===== config.mk =====
export PLATFORM = sky130hd
export DESIGN_NAME = date_day_count_converter
export DESIGN_NICKNAME = d
export VERILOG_FILES = /design/src/ddcc_pkg.sv /design/src/ddcc_to_serial.sv /design/src/ddcc_to_date.sv /design/src/date_day_count_converter.sv
export SDC_FILE = /design/constraint.sdc
export NUM_CORES = 2
export LEC_CHECK = 0
export BUFFER_PORTS_ARGS = -buffer_cell sky130_fd_sc_hd__buf_2
export CAP_MARGIN = 30
export CORE_UTILIZATION = 50
export DETAILED_ROUTE_END_ITERATION = 6
export HOLD_SLACK_MARGIN = 0.08
export PLACE_DENSITY = 0.71
export SLEW_MARGIN = 15
export SYNTH_ARGS = -nofsm -noshare
export SYNTH_HDL_FRONTEND = slang
export SYNTH_SLANG_ARGS = --single-unit

===== constraint.sdc =====
create_clock -name i_clk -period 7.3 [get_ports i_clk]
set_input_delay 1.46 -clock i_clk [delete_from_list [all_inputs] [get_ports i_clk]]
set_output_delay 1.46 -clock i_clk [all_outputs]
set_load 0.05 [all_outputs]

===== src/ddcc_pkg.sv =====
// Shared types, constants and month tables for the date / day-count converter.
// No dependencies; every other file refers to it by scoped names.
`default_nettype none

package ddcc_pkg;

    // Operation codes
    localparam logic OP_TO_SERIAL = 1'b0;
    localparam logic OP_TO_DATE   = 1'b1;

    // Pipeline shape: both directions take PIPE_DEPTH register stages,
    // the top level adds its output register.
    localparam int unsigned PIPE_DEPTH = 7;
    localparam int unsigned FWD_STAGES = 4;
    localparam int unsigned LATENCY    = PIPE_DEPTH + 1;

    // Calendar constants
    localparam logic [13:0] YEAR_BASE  = 14'd2000;
    localparam logic [13:0] YEAR_MAX   = 14'd9999;
    localparam logic [3:0]  MONTHS     = 4'd12;
    localparam logic [3:0]  MONTH_FEB  = 4'd2;
    localparam logic [21:0] DAYS_MAX   = 22'd2921939;
    localparam logic [16:0] SECS_DAY   = 17'd86400;

    typedef struct packed {
        logic [21:0] days;
        logic [16:0] seconds;
        logic [13:0] year;
        logic [3:0]  month;
        logic [4:0]  day;
        logic [4:0]  hour;
        logic [5:0]  minute;
        logic [5:0]  second;
        logic        range_error;
    } t_result;

    // Day of the year on which a month starts (non-leap), index 0 = January
    function automatic logic [8:0] month_start_f(input logic [3:0] idx);
        logic [8:0] v;
        unique case (idx)
            4'd0:    v = 9'd0;
            4'd1:    v = 9'd31;
            4'd2:    v = 9'd59;
            4'd3:    v = 9'd90;
            4'd4:    v = 9'd120;
            4'd5:    v = 9'd151;
            4'd6:    v = 9'd181;
            4'd7:    v = 9'd212;
            4'd8:    v = 9'd243;
            4'd9:    v = 9'd273;
            4'd10:   v = 9'd304;
            4'd11:   v = 9'd334;
            default: v = 9'd0;
        endcase
        return v;
    endfunction

    // Month length (non-leap), index 0 = January
    function automatic logic [4:0] month_days_f(input logic [3:0] idx);
        logic [4:0] v;
        unique case (idx)
            4'd1:                                v = 5'd28;
            4'd3, 4'd5, 4'd8, 4'd10:             v = 5'd30;
            4'd0, 4'd2, 4'd4, 4'd6, 4'd7, 4'd9,
            4'd11:                               v = 5'd31;
            default:                             v = 5'd0;
        endcase
        return v;
    endfunction

endpackage

`default_nettype wire


===== src/ddcc_to_serial.sv =====
// Date and time to day count: four working stages, then a delay line to
// match the depth of the reverse path. Uses ddcc_pkg.
`default_nettype none

module ddcc_to_serial (
    input  wire logic               i_clk,
    input  wire logic               i_rst_n,
    input  wire logic               i_valid,
    input  wire logic [13:0]        i_year,
    input  wire logic [3:0]         i_month,
    input  wire logic [4:0]         i_day,
    input  wire logic [4:0]         i_hour,
    input  wire logic [5:0]         i_minute,
    input  wire logic [5:0]         i_second,
    output logic                    o_valid,
    output ddcc_pkg::t_result       o_result
);

    // x / 100 as (x * M100) >> K100, exact for 13-bit x
    localparam int unsigned K100 = 20;
    localparam logic [13:0] M100 = 14'(((32'd1 << K100) + 32'd99) / 32'd100);
    localparam int unsigned DLY  = ddcc_pkg::PIPE_DEPTH - ddcc_pkg::FWD_STAGES;

    // ---- stage 1: field checks, offsets, second of day
    logic        r_s1_v;
    logic        r_s1_err;
    logic [12:0] r_s1_dy;
    logic [3:0]  r_s1_mo;
    logic [4:0]  r_s1_dd;
    logic [4:0]  r_s1_hh;
    logic [5:0]  r_s1_mi;
    logic [5:0]  r_s1_ss;
    logic [13:0] r_s1_yr;
    logic [16:0] r_s1_secs;
    logic [8:0]  r_s1_mstart;
    logic [4:0]  r_s1_mdays;
    logic        n_s1_err;
    logic [16:0] n_s1_secs;
    logic [3:0]  w_midx;

    always_comb begin
        n_s1_err  = (i_year < ddcc_pkg::YEAR_BASE) || (i_year > ddcc_pkg::YEAR_MAX) ||
                    (i_month == 4'd0) || (i_month > ddcc_pkg::MONTHS) ||
                    (i_hour > 5'd23) || (i_minute > 6'd59) || (i_second > 6'd59);
        n_s1_secs = 17'(17'(i_hour) * 17'd3600 + 17'(i_minute) * 17'd60 + 17'(i_second));
        w_midx    = 4'(i_month - 4'd1);
    end

    always_ff @(posedge i_clk) begin
        if (!i_rst_n) begin
            r_s1_v <= 1'b0;
        end else begin
            r_s1_v <= i_valid;
        end
    end

    always_ff @(posedge i_clk) begin
        r_s1_err    <= n_s1_err;
        r_s1_dy     <= 13'(i_year - ddcc_pkg::YEAR_BASE);
        r_s1_mo     <= i_month;
        r_s1_dd     <= i_day;
        r_s1_hh     <= i_hour;
        r_s1_mi     <= i_minute;
        r_s1_ss     <= i_second;
        r_s1_yr     <= i_year;
        r_s1_secs   <= n_s1_secs;
        r_s1_mstart <= ddcc_pkg::month_start_f(w_midx);
        r_s1_mdays  <= ddcc_pkg::month_days_f(w_midx);
    end

    // ---- stage 2: divide by 100, 365 days a year
    logic        r_s2_v;
    logic        r_s2_err;
    logic [12:0] r_s2_dy;
    logic [6:0]  r_s2_dq;
    logic [6:0]  r_s2_pq;
    logic [21:0] r_s2_d365;
    logic [3:0]  r_s2_mo;
    logic [4:0]  r_s2_dd;
    logic [4:0]  r_s2_hh;
    logic [5:0]  r_s2_mi;
    logic [5:0]  r_s2_ss;
    logic [13:0] r_s2_yr;
    logic [16:0] r_s2_secs;
    logic [8:0]  r_s2_mstart;
    logic [4:0]  r_s2_mdays;
    logic [26:0] w_dq_prod;
    logic [26:0] w_pq_prod;

    always_comb begin
        w_dq_prod = 27'(r_s1_dy) * 27'(M100);
        w_pq_prod = 27'(13'(r_s1_dy - 13'd1)) * 27'(M100);
    end

    always_ff @(posedge i_clk) begin
        if (!i_rst_n) begin
            r_s2_v <= 1'b0;
        end else begin
            r_s2_v <= r_s1_v;
        end
    end

    always_ff @(posedge i_clk) begin
        r_s2_err    <= r_s1_err;
        r_s2_dy     <= r_s1_dy;
        r_s2_dq     <= w_dq_prod[K100 +: 7];
        r_s2_pq     <= w_pq_prod[K100 +: 7];
        r_s2_d365   <= 22'(22'(r_s1_dy) * 22'd365);
        r_s2_mo     <= r_s1_mo;
        r_s2_dd     <= r_s1_dd;
        r_s2_hh     <= r_s1_hh;
        r_s2_mi     <= r_s1_mi;
        r_s2_ss     <= r_s1_ss;
        r_s2_yr     <= r_s1_yr;
        r_s2_secs   <= r_s1_secs;
        r_s2_mstart <= r_s1_mstart;
        r_s2_mdays  <= r_s1_mdays;
    end

    // ---- stage 3: leap flag, leap days before the year
    logic        r_s3_v;
    logic        r_s3_err;
    logic        r_s3_leap;
    logic [10:0] r_s3_leaps;
    logic [21:0] r_s3_d365;
    logic [3:0]  r_s3_mo;
    logic [4:0]  r_s3_dd;
    logic [4:0]  r_s3_hh;
    logic [5:0]  r_s3_mi;
    logic [5:0]  r_s3_ss;
    logic [13:0] r_s3_yr;
    logic [16:0] r_s3_secs;
    logic [8:0]  r_s3_mstart;
    logic [4:0]  r_s3_mdays;
    logic [6:0]  w_rem100;
    logic [12:0] w_p;
    logic        n_s3_leap;
    logic [10:0] n_s3_leaps;

    always_comb begin
        w_rem100   = 7'(r_s2_dy - 13'(13'(r_s2_dq) * 13'd100));
        // years counted from a 400-year boundary, so dy carries the leap rule
        n_s3_leap  = (r_s2_dy[1:0] == 2'd0) &&
                     ((w_rem100 != 7'd0) || (r_s2_dq[1:0] == 2'd0));
        w_p        = 13'(r_s2_dy - 13'd1);
        if (r_s2_dy == 13'd0) begin
            n_s3_leaps = 11'd0;
        end else begin
            n_s3_leaps = 11'(w_p[12:2] - 11'(r_s2_pq) + 11'(r_s2_pq[6:2]) + 11'd1);
        end
    end

    always_ff @(posedge i_clk) begin
        if (!i_rst_n) begin
            r_s3_v <= 1'b0;
        end else begin
            r_s3_v <= r_s2_v;
        end
    end

    always_ff @(posedge i_clk) begin
        r_s3_err    <= r_s2_err;
        r_s3_leap   <= n_s3_leap;
        r_s3_leaps  <= n_s3_leaps;
        r_s3_d365   <= r_s2_d365;
        r_s3_mo     <= r_s2_mo;
        r_s3_dd     <= r_s2_dd;
        r_s3_hh     <= r_s2_hh;
        r_s3_mi     <= r_s2_mi;
        r_s3_ss     <= r_s2_ss;
        r_s3_yr     <= r_s2_yr;
        r_s3_secs   <= r_s2_secs;
        r_s3_mstart <= r_s2_mstart;
        r_s3_mdays  <= r_s2_mdays;
    end

    // ---- stage 4: day check and day count
    logic               r_s4_v;
    ddcc_pkg::t_result  r_s4_res;
    ddcc_pkg::t_result  n_s4_res;
    logic [4:0]         w_mlen;
    logic               w_err;
    logic               w_after_feb;

    always_comb begin
        w_mlen      = 5'(r_s3_mdays + 5'((r_s3_mo == ddcc_pkg::MONTH_FEB) && r_s3_leap));
        w_err       = r_s3_err || (r_s3_dd == 5'd0) || (r_s3_dd > w_mlen);
        w_after_feb = (r_s3_mo > ddcc_pkg::MONTH_FEB) && r_s3_leap;
        n_s4_res    = '0;
        if (w_err) begin
            n_s4_res.range_error = 1'b1;
        end else begin
            n_s4_res.days    = 22'(r_s3_d365 + 22'(r_s3_leaps) + 22'(r_s3_mstart) +
                                   22'(r_s3_dd) - 22'd1 + 22'(w_after_feb));
            n_s4_res.seconds = r_s3_secs;
            n_s4_res.year    = r_s3_yr;
            n_s4_res.month   = r_s3_mo;
            n_s4_res.day     = r_s3_dd;
            n_s4_res.hour    = r_s3_hh;
            n_s4_res.minute  = r_s3_mi;
            n_s4_res.second  = r_s3_ss;
        end
    end

    always_ff @(posedge i_clk) begin
        if (!i_rst_n) begin
            r_s4_v <= 1'b0;
        end else begin
            r_s4_v <= r_s3_v;
        end
    end

    always_ff @(posedge i_clk) begin
        r_s4_res <= n_s4_res;
    end

    // ---- delay line to the common depth
    logic              r_dly_v   [DLY];
    ddcc_pkg::t_result r_dly_res [DLY];

    always_ff @(posedge i_clk) begin
        if (!i_rst_n) begin
            for (int i = 0; i < DLY; i++) begin
                r_dly_v[i] <= 1'b0;
            end
        end else begin
            r_dly_v[0] <= r_s4_v;
            for (int i = 1; i < DLY; i++) begin
                r_dly_v[i] <= r_dly_v[i-1];
            end
        end
    end

    always_ff @(posedge i_clk) begin
        r_dly_res[0] <= r_s4_res;
        for (int i = 1; i < DLY; i++) begin
            r_dly_res[i] <= r_dly_res[i-1];
        end
    end

    assign o_valid  = r_dly_v[DLY-1];
    assign o_result = r_dly_res[DLY-1];

endmodule

`default_nettype wire


===== src/ddcc_to_date.sv =====
// Day count to date and time: seven stages taking the count apart by
// 400-year, century, 4-year and year cycles, then a month search. Uses ddcc_pkg.
`default_nettype none

module ddcc_to_date (
    input  wire logic               i_clk,
    input  wire logic               i_rst_n,
    input  wire logic               i_valid,
    input  wire logic [21:0]        i_days,
    input  wire logic [16:0]        i_seconds,
    output logic                    o_valid,
    output ddcc_pkg::t_result       o_result
);

    // Exact constant division: x / D = (x * M) >> K, M = ceil(2^K / D)
    localparam int unsigned K400Y = 40;
    localparam logic [22:0] M400Y = 23'(((64'd1 << K400Y) + 64'd146096) / 64'd146097);
    localparam int unsigned K3600 = 29;
    localparam logic [17:0] M3600 = 18'(((64'd1 << K3600) + 64'd3599) / 64'd3600);
    localparam int unsigned K60   = 18;
    localparam logic [12:0] M60   = 13'(((64'd1 << K60) + 64'd59) / 64'd60);
    localparam int unsigned K4Y   = 27;
    localparam logic [16:0] M4Y   = 17'(((64'd1 << K4Y) + 64'd1460) / 64'd1461);

    // ---- stage 1: range check, 400-year cycle and hour estimates
    logic        r_s1_v;
    logic        r_s1_err;
    logic [21:0] r_s1_sd;
    logic [16:0] r_s1_sx;
    logic [4:0]  r_s1_c400;
    logic [5:0]  r_s1_hour;
    logic [44:0] w_c400_prod;
    logic [34:0] w_hour_prod;

    always_comb begin
        w_c400_prod = 45'(i_days) * 45'(M400Y);
        w_hour_prod = 35'(i_seconds) * 35'(M3600);
    end

    always_ff @(posedge i_clk) begin
        if (!i_rst_n) begin
            r_s1_v <= 1'b0;
        end else begin
            r_s1_v <= i_valid;
        end
    end

    always_ff @(posedge i_clk) begin
        r_s1_err  <= (i_days > ddcc_pkg::DAYS_MAX) || (i_seconds >= ddcc_pkg::SECS_DAY);
        r_s1_sd   <= i_days;
        r_s1_sx   <= i_seconds;
        r_s1_c400 <= w_c400_prod[K400Y +: 5];
        r_s1_hour <= w_hour_prod[K3600 +: 6];
    end

    // ---- stage 2: remainders
    logic        r_s2_v;
    logic        r_s2_err;
    logic [21:0] r_s2_sd;
    logic [16:0] r_s2_sx;
    logic [4:0]  r_s2_c400;
    logic [5:0]  r_s2_hour;
    logic [17:0] r_s2_r1;
    logic [11:0] r_s2_srem;

    always_ff @(posedge i_clk) begin
        if (!i_rst_n) begin
            r_s2_v <= 1'b0;
        end else begin
            r_s2_v <= r_s1_v;
        end
    end

    always_ff @(posedge i_clk) begin
        r_s2_err  <= r_s1_err;
        r_s2_sd   <= r_s1_sd;
        r_s2_sx   <= r_s1_sx;
        r_s2_c400 <= r_s1_c400;
        r_s2_hour <= r_s1_hour;
        r_s2_r1   <= 18'(r_s1_sd - 22'(22'(r_s1_c400) * 22'd146097));
        r_s2_srem <= 12'(r_s1_sx - 17'(17'(r_s1_hour) * 17'd3600));
    end

    // ---- stage 3: century; minute estimate
    // First century of the cycle holds 36525 days. For later ones the count
    // is moved up by one so that blocks of 1461 days line up.
    logic        r_s3_v;
    logic        r_s3_err;
    logic [21:0] r_s3_sd;
    logic [16:0] r_s3_sx;
    logic [4:0]  r_s3_c400;
    logic [5:0]  r_s3_hour;
    logic [1:0]  r_s3_c;
    logic [15:0] r_s3_t;
    logic [5:0]  r_s3_min;
    logic [11:0] r_s3_srem;
    logic [1:0]  n_s3_c;
    logic [17:0] w_off;
    logic [24:0] w_min_prod;

    always_comb begin
        n_s3_c = 2'(2'(r_s2_r1 >= 18'd36525) + 2'(r_s2_r1 >= 18'd73049) +
                    2'(r_s2_r1 >= 18'd109573));
        case (n_s3_c)
            2'd1:    w_off = 18'd36524;
            2'd2:    w_off = 18'd73048;
            2'd3:    w_off = 18'd109572;
            default: w_off = 18'd0;
        endcase
        w_min_prod = 25'(r_s2_srem) * 25'(M60);
    end

    always_ff @(posedge i_clk) begin
        if (!i_rst_n) begin
            r_s3_v <= 1'b0;
        end else begin
            r_s3_v <= r_s2_v;
        end
    end

    always_ff @(posedge i_clk) begin
        r_s3_err  <= r_s2_err;
        r_s3_sd   <= r_s2_sd;
        r_s3_sx   <= r_s2_sx;
        r_s3_c400 <= r_s2_c400;
        r_s3_hour <= r_s2_hour;
        r_s3_c    <= n_s3_c;
        r_s3_t    <= 16'(r_s2_r1 - w_off);
        r_s3_min  <= w_min_prod[K60 +: 6];
        r_s3_srem <= r_s2_srem;
    end

    // ---- stage 4: 4-year block estimate; second of the minute
    logic        r_s4_v;
    logic        r_s4_err;
    logic [21:0] r_s4_sd;
    logic [16:0] r_s4_sx;
    logic [4:0]  r_s4_c400;
    logic [5:0]  r_s4_hour;
    logic [1:0]  r_s4_c;
    logic [15:0] r_s4_t;
    logic [4:0]  r_s4_q;
    logic [5:0]  r_s4_min;
    logic [5:0]  r_s4_sec;
    logic [32:0] w_q_prod;

    always_comb begin
        w_q_prod = 33'(r_s3_t) * 33'(M4Y);
    end

    always_ff @(posedge i_clk) begin
        if (!i_rst_n) begin
            r_s4_v <= 1'b0;
        end else begin
            r_s4_v <= r_s3_v;
        end
    end

    always_ff @(posedge i_clk) begin
        r_s4_err  <= r_s3_err;
        r_s4_sd   <= r_s3_sd;
        r_s4_sx   <= r_s3_sx;
        r_s4_c400 <= r_s3_c400;
        r_s4_hour <= r_s3_hour;
        r_s4_c    <= r_s3_c;
        r_s4_t    <= r_s3_t;
        r_s4_q    <= w_q_prod[K4Y +: 5];
        r_s4_min  <= r_s3_min;
        r_s4_sec  <= 6'(r_s3_srem - 12'(12'(r_s3_min) * 12'd60));
    end

    // ---- stage 5: day within the 4-year block
    // Block 0 of a non-first century has no leap year; undo the shift there.
    logic        r_s5_v;
    logic        r_s5_err;
    logic [21:0] r_s5_sd;
    logic [16:0] r_s5_sx;
    logic [4:0]  r_s5_c400;
    logic [5:0]  r_s5_hour;
    logic [1:0]  r_s5_c;
    logic [4:0]  r_s5_q;
    logic [5:0]  r_s5_min;
    logic [5:0]  r_s5_sec;
    logic [10:0] r_s5_r3;
    logic        r_s5_fl;
    logic        n_s5_fl;

    always_comb begin
        n_s5_fl = !((r_s4_c != 2'd0) && (r_s4_q == 5'd0));
    end

    always_ff @(posedge i_clk) begin
        if (!i_rst_n) begin
            r_s5_v <= 1'b0;
        end else begin
            r_s5_v <= r_s4_v;
        end
    end

    always_ff @(posedge i_clk) begin
        r_s5_err  <= r_s4_err;
        r_s5_sd   <= r_s4_sd;
        r_s5_sx   <= r_s4_sx;
        r_s5_c400 <= r_s4_c400;
        r_s5_hour <= r_s4_hour;
        r_s5_c    <= r_s4_c;
        r_s5_q    <= r_s4_q;
        r_s5_min  <= r_s4_min;
        r_s5_sec  <= r_s4_sec;
        r_s5_fl   <= n_s5_fl;
        r_s5_r3   <= 11'(r_s4_t - 16'(16'(r_s4_q) * 16'd1461) - 16'(!n_s5_fl));
    end

    // ---- stage 6: year within the block, year number, leap flag
    logic        r_s6_v;
    logic        r_s6_err;
    logic [21:0] r_s6_sd;
    logic [16:0] r_s6_sx;
    logic [5:0]  r_s6_hour;
    logic [5:0]  r_s6_min;
    logic [5:0]  r_s6_sec;
    logic [8:0]  r_s6_r4;
    logic        r_s6_leap;
    logic [13:0] r_s6_year;
    logic [10:0] w_b1;
    logic [10:0] w_b2;
    logic [10:0] w_b3;
    logic [1:0]  w_yi;
    logic [10:0] w_ybase;

    always_comb begin
        // first year of the block has 366 days when leap
        w_b1 = r_s5_fl ? 11'd366  : 11'd365;
        w_b2 = r_s5_fl ? 11'd731  : 11'd730;
        w_b3 = r_s5_fl ? 11'd1096 : 11'd1095;
        w_yi = 2'(2'(r_s5_r3 >= w_b1) + 2'(r_s5_r3 >= w_b2) + 2'(r_s5_r3 >= w_b3));
        case (w_yi)
            2'd1:    w_ybase = w_b1;
            2'd2:    w_ybase = w_b2;
            2'd3:    w_ybase = w_b3;
            default: w_ybase = 11'd0;
        endcase
    end

    always_ff @(posedge i_clk) begin
        if (!i_rst_n) begin
            r_s6_v <= 1'b0;
        end else begin
            r_s6_v <= r_s5_v;
        end
    end

    always_ff @(posedge i_clk) begin
        r_s6_err  <= r_s5_err;
        r_s6_sd   <= r_s5_sd;
        r_s6_sx   <= r_s5_sx;
        r_s6_hour <= r_s5_hour;
        r_s6_min  <= r_s5_min;
        r_s6_sec  <= r_s5_sec;
        r_s6_r4   <= 9'(r_s5_r3 - w_ybase);
        r_s6_leap <= r_s5_fl && (w_yi == 2'd0);
        r_s6_year <= 14'(ddcc_pkg::YEAR_BASE + 14'(14'(r_s5_c400) * 14'd400) +
                         14'(14'(r_s5_c) * 14'd100) + 14'(14'(r_s5_q) * 14'd4) +
                         14'(w_yi));
    end

    // ---- stage 7: month search, result assembly
    logic               r_s7_v;
    ddcc_pkg::t_result  r_s7_res;
    ddcc_pkg::t_result  n_s7_res;
    logic [3:0]         w_mon;
    logic [8:0]         w_base;

    always_comb begin
        logic [8:0] st;
        w_mon  = 4'd1;
        w_base = 9'd0;
        st     = 9'd0;
        for (int i = 1; i < int'(ddcc_pkg::MONTHS); i++) begin
            st = 9'(ddcc_pkg::month_start_f(4'(i)) + 9'(r_s6_leap && (i >= 2)));
            if (r_s6_r4 >= st) begin
                w_mon  = 4'(i + 1);
                w_base = st;
            end
        end
        n_s7_res = '0;
        if (r_s6_err) begin
            n_s7_res.range_error = 1'b1;
        end else begin
            n_s7_res.days    = r_s6_sd;
            n_s7_res.seconds = r_s6_sx;
            n_s7_res.year    = r_s6_year;
            n_s7_res.month   = w_mon;
            n_s7_res.day     = 5'(r_s6_r4 - w_base + 9'd1);
            n_s7_res.hour    = 5'(r_s6_hour);
            n_s7_res.minute  = r_s6_min;
            n_s7_res.second  = r_s6_sec;
        end
    end

    always_ff @(posedge i_clk) begin
        if (!i_rst_n) begin
            r_s7_v <= 1'b0;
        end else begin
            r_s7_v <= r_s6_v;
        end
    end

    always_ff @(posedge i_clk) begin
        r_s7_res <= n_s7_res;
    end

    assign o_valid  = r_s7_v;
    assign o_result = r_s7_res;

endmodule

`default_nettype wire


===== src/date_day_count_converter.sv =====
// Top level of the date / day-count converter: both conversion pipelines
// and the output register. Depends on ddcc_pkg, ddcc_to_serial, ddcc_to_date.
`default_nettype none

// Converts a Gregorian date and time (years 2000 to 9999) into days since
// 1 Jan 2000 plus second of the day (i_operation = 0), or back (= 1).
// A transfer is taken on every clock edge with start high; busy is always low,
// so one item per clock is sustained indefinitely. Each result is shown for one
// cycle, marked by o_valid; results come back in order and the receiver cannot
// hold them off, so it must take every strobe. The path to a result is as deep
// as the seven pipeline stages of the reverse conversion (400-year, century,
// 4-year and year cycles, then the month search) plus the output register; the
// forward path is padded to the same depth. Only the fields the chosen
// operation uses are checked: a field out of range gives o_range_error = 1
// with every other field zero. A good result carries both forms: the converted
// one and an echo of the input. No state outlives an item; reset only clears
// the valid bits.

module date_day_count_converter (
    input  wire logic        i_clk,
    input  wire logic        i_rst_n,
    input  wire logic        start,
    output logic             busy,
    input  wire logic        i_operation,
    input  wire logic [13:0] i_date_year,
    input  wire logic [3:0]  i_date_month,
    input  wire logic [4:0]  i_date_day,
    input  wire logic [4:0]  i_time_hour,
    input  wire logic [5:0]  i_time_minute,
    input  wire logic [5:0]  i_time_second,
    input  wire logic [21:0] i_serial_days,
    input  wire logic [16:0] i_serial_seconds,
    output logic             o_valid,
    output logic [21:0]      o_result_days,
    output logic [16:0]      o_result_seconds,
    output logic [13:0]      o_result_year,
    output logic [3:0]       o_result_month,
    output logic [4:0]       o_result_day,
    output logic [4:0]       o_result_hour,
    output logic [5:0]       o_result_minute,
    output logic [5:0]       o_result_second,
    output logic             o_range_error
);

    logic              w_fwd_in_v;
    logic              w_rev_in_v;
    logic              w_fwd_v;
    logic              w_rev_v;
    ddcc_pkg::t_result w_fwd_res;
    ddcc_pkg::t_result w_rev_res;
    logic              r_out_v;
    ddcc_pkg::t_result r_out;

    // pipelined throughout, never stalls
    assign busy = 1'b0;

    // steer each transfer into the pipe for its direction
    assign w_fwd_in_v = start && (i_operation == ddcc_pkg::OP_TO_SERIAL);
    assign w_rev_in_v = start && (i_operation == ddcc_pkg::OP_TO_DATE);

    ddcc_to_serial u_to_serial (
        .i_clk    (i_clk),
        .i_rst_n  (i_rst_n),
        .i_valid  (w_fwd_in_v),
        .i_year   (i_date_year),
        .i_month  (i_date_month),
        .i_day    (i_date_day),
        .i_hour   (i_time_hour),
        .i_minute (i_time_minute),
        .i_second (i_time_second),
        .o_valid  (w_fwd_v),
        .o_result (w_fwd_res)
    );

    ddcc_to_date u_to_date (
        .i_clk     (i_clk),
        .i_rst_n   (i_rst_n),
        .i_valid   (w_rev_in_v),
        .i_days    (i_serial_days),
        .i_seconds (i_serial_seconds),
        .o_valid   (w_rev_v),
        .o_result  (w_rev_res)
    );

    // Both pipes have equal depth, so at most one of them is valid per cycle
    // and order is kept.
    always_ff @(posedge i_clk) begin
        if (!i_rst_n) begin
            r_out_v <= 1'b0;
        end else begin
            r_out_v <= w_fwd_v || w_rev_v;
        end
    end

    always_ff @(posedge i_clk) begin
        r_out <= w_fwd_v ? w_fwd_res : w_rev_res;
    end

    assign o_valid          = r_out_v;
    assign o_result_days    = r_out.days;
    assign o_result_seconds = r_out.seconds;
    assign o_result_year    = r_out.year;
    assign o_result_month   = r_out.month;
    assign o_result_day     = r_out.day;
    assign o_result_hour    = r_out.hour;
    assign o_result_minute  = r_out.minute;
    assign o_result_second  = r_out.second;
    assign o_range_error    = r_out.range_error;

endmodule

`default_nettype wire


==> run summary <==
Routed len/inst -> 16.2 um
Routed wire length on met2 -> 57.5 mm
Final instance area -> 0.0710 sq mm
GP Congestion -> 0.951
Post-synth EDFFs -> 0
CTS Sinks -> 1208
Sum Neg Setup Slack -> 0 ps
Worst stage delay on the critical path -> 560 ps
Data required, critical path -> 7920 ps
Buf+Inv Stages, Crit Path -> 7
Register Area -> 0.0242 sq mm
Critical path class -> input pin to flop
Final nets -> 7627
Clock transition at path regs -> 60 ps
RSZ-0062 raised after global routing -> no
CTS Buf Count -> 116
Startpoint types -> input pin
Post-DR vias/cell -> 4.81
Initial antenna violation count -> 3
Mapped Area -> 0.0636 sq mm
Crit-path cells -> buf_2, inv_1, fa_1, inv_1, fa_1, inv_1, fa_1, fa_1, fa_1, inv_1, fa_1, inv_1, fa_1, inv_1, ha_1, a21o_1, a21oi_1, o211ai_1, a221oi_1, o21ai_0, a21o_1, a21o_1, a21oi_1, xnor2_1
HPWL after detailed placement -> 99.8 mm
#FFs+latches synth -> 1208
Post-synth ARST share -> 0
Synth area leader -> dfxtp_1
Routed via count -> 36600
Total of max-cap violations -> 0
Cell Rows -> 130
Critical Path Most Common Cell -> fa_1
Cell family with the largest share of critical-path delay -> adder cells
Met1 wire length -> 57.6 mm
Die ar. -> 0.129 sq mm
Layout cells sized above 1 -> 0.0892
Worst min-delay path class -> flop to flop
CTS root buffer -> clkbuf_16
Vias in the first global route -> 38200
Final hold violation count -> 0
Top-area cell type share of the netlist area -> 0.380
Sequential share of the synthesized area -> 0.380
Fin crit period -> 6940 ps
Mapped Cells -> 5541
Clock latency at the later pin of the worst-skew pair -> 750 ps
Routed wl met3 -> 5.08 mm
WP data arrival -> 7560 ps
Slew Viols, Final -> 0
CTS tree -> done
Main synth FF type -> dfxtp_1
CP Max Fanout -> 4
Worst-margin pin slew -> 866 ps
Final Cycle Share -> 0.951
Core Region -> 0.126 sq mm
Area contributors post-synth -> dfxtp_1 38%, ha_1 22%, fa_1 18%
DR top layer -> met5
Filler cell count -> 10600
Post-synth net total -> 7316
Highest Clock Rate -> 144 MHz
Drt total wl -> 123 mm
# setup viols final -> 0
Library cells used by synthesis -> 71
I/O pin cnt -> 165
Gr usage total -> 0.199
Final setup skew -> 63.2 ps
Initial Util -> 0.505
Relative slew slack -> 0.422
Die height -> 359 um
Drt drc -> 0
Global-route wire length before repair -> 200 mm
Largest net degree at the start of global routing -> 52
Max clock buf depth -> 3
Antenna Nets Post-Route -> 0
Clock H-tree levels -> 3
Die X -> 359 um
Gr ovfl total -> 0
Post-CTS Setup Inserts -> 0
Area growth, synth to finish -> 11.6%
Outcome -> finished clean
DR iter-0 viols -> 1634
Worst Setup End Kind -> flop
Mean area per synthesized cell -> 11.5 sq um
Warnings, synthesis -> 0
Detailed Routing Iterations Pass 1 -> 5
I/O Buffers -> 163
Slowest CP cell -> fa_1
Area after DPL -> 0.0669 sq mm
Footprint of the multi-input gates -> 0.0350 sq mm
-- layout by cell type (no fill, tap or decap), drive strengths merged, types with 10 or more instances in the layout --
cell,netlist,layout
dfxtp,1208,1208
inv,1141,1155
ha,1110,1110
fa,582,582
buf,8,235
nor2,161,161
a21oi,155,155
clkbuf,35,152
xnor2,150,150
o21ai,106,106
nand2,102,102
nor2b,101,101
a21o,85,85
mux2,78,78
xor2,73,73
and2,73,73
nor3,51,51
nand3,37,37
nand2b,27,27
nand4,26,26
clkinv,0,26
o21a,23,23
o21bai,22,22
a31oi,20,20
a21boi,17,17
bufinv,0,12
a211oi,11,11
and3,10,10
or3,10,10
-- per-layer routing --
layer	track usage	vias up
li1	-	18300
met1	0.270	17500
met2	0.328	564
met3	0.0319	179
met4	0.0547	2
met5	0	-
-- cell families (layout without fill, tap and decap cells) --
group,Yosys count,after routing,synth area share
fa+ha+maj,1692,1692,0.401
flops,1208,1208,0.380
buf+inv,1184,1587,0.0700
simple gates,629,629,0.0506
compound gates,525,525,0.0532
xor+xnor,223,223,0.0307
mux,79,79,0.0140
other cells,1,4,0.0000589
-- worst paths after layout --
path,from,endpoint,slack (ps),cells after the start
max reg2reg,u_to_serial.r_s1_dy[1],u_to_serial.r_s2_pq[6],480,26
max,i_serial_days[3],u_to_date.r_s1_c400[1],360,24
min,u_to_date.r_s5_sd[2],u_to_date.r_s6_sd[2],280,0
min reg2reg,u_to_date.r_s5_sd[2],u_to_date.r_s6_sd[2],280,0
-- cell type report --
cell class / count / share of cell area
Multi-Input combinational cell: 3149 / 0.493
Sequential cell: 1208 / 0.341
Inverter: 1141 / 0.0603
Clock buffer: 152 / 0.0453
Tap cell: 1650 / 0.0291
Timing Repair Buffer: 236 / 0.0195
Clock inverter: 58 / 0.0119
Antenna cell: 3 / 0.000106
-- state kept, by name, summed over array words and instances, names as in the netlist, 18 cells and up --
name,flops
u_to_serial.r_s2_d365,20
u_to_date.r_s2_sd,22
u_to_date.r_s4_sd,22
u_to_date.r_s2_r1,18
u_to_date.o_result,78
u_to_serial.r_dly_res,234
u_to_date.r_s5_sd,22
u_to_date.r_s6_sd,22
o_result_days,22
u_to_serial.r_s3_d365,22
u_to_serial.r_s4_res,78
u_to_date.r_s1_sd,22
u_to_date.r_s3_sd,22
-- cells in the mapped netlist (8+ instances only) --
master and count:
and3_1 10, nand2b_1 27, nor4_1 8, or2_2 8, a31oi_1 20, a211oi_1 11, dfxtp_1 1208, o211ai_1 9
xnor2_1 150, o21ai_0 106, a21boi_0 17, a21o_1 85, nor2_1 161, ha_1 1110, nand3_1 37, xor2_1 73
fa_1 582, o21a_1 23, a21oi_1 155, clkbuf_1 35, or3_1 10, o21bai_1 22, and2_1 72, a41oi_1 8
nand4_1 26, nor3_1 50, nand2_1 102, inv_1 1141, nor2b_1 101, mux2_2 78
-- what timing repair did --
item | 4_1_cts | 5_1_grt
resized for setup | 0 | 1
hold buffers | 0 | 0
endpoints found under the setup margin | 0 | 1
endpoints found under the hold margin | 0 | 0
-- stage by stage --
stage | hold WS, ps | util | instances | setup slack (ps)
6_report | 276 | 0.564 | 7597 | 360
5_1_grt | 274 | 0.564 | 7594 | 28.2
4_1_cts | 278 | 0.564 | 7592 | 302
3_5_place_dp | 312 | 0.531 | 7382 | -318
3_3_place_gp | 310 | 0.531 | 7382 | -254
2_1_floorplan | 310 | - | 5541 | 130
Power is not shown: default switching activity piles up to over one toggle a cycle in this logic, so the estimate is an artifact.
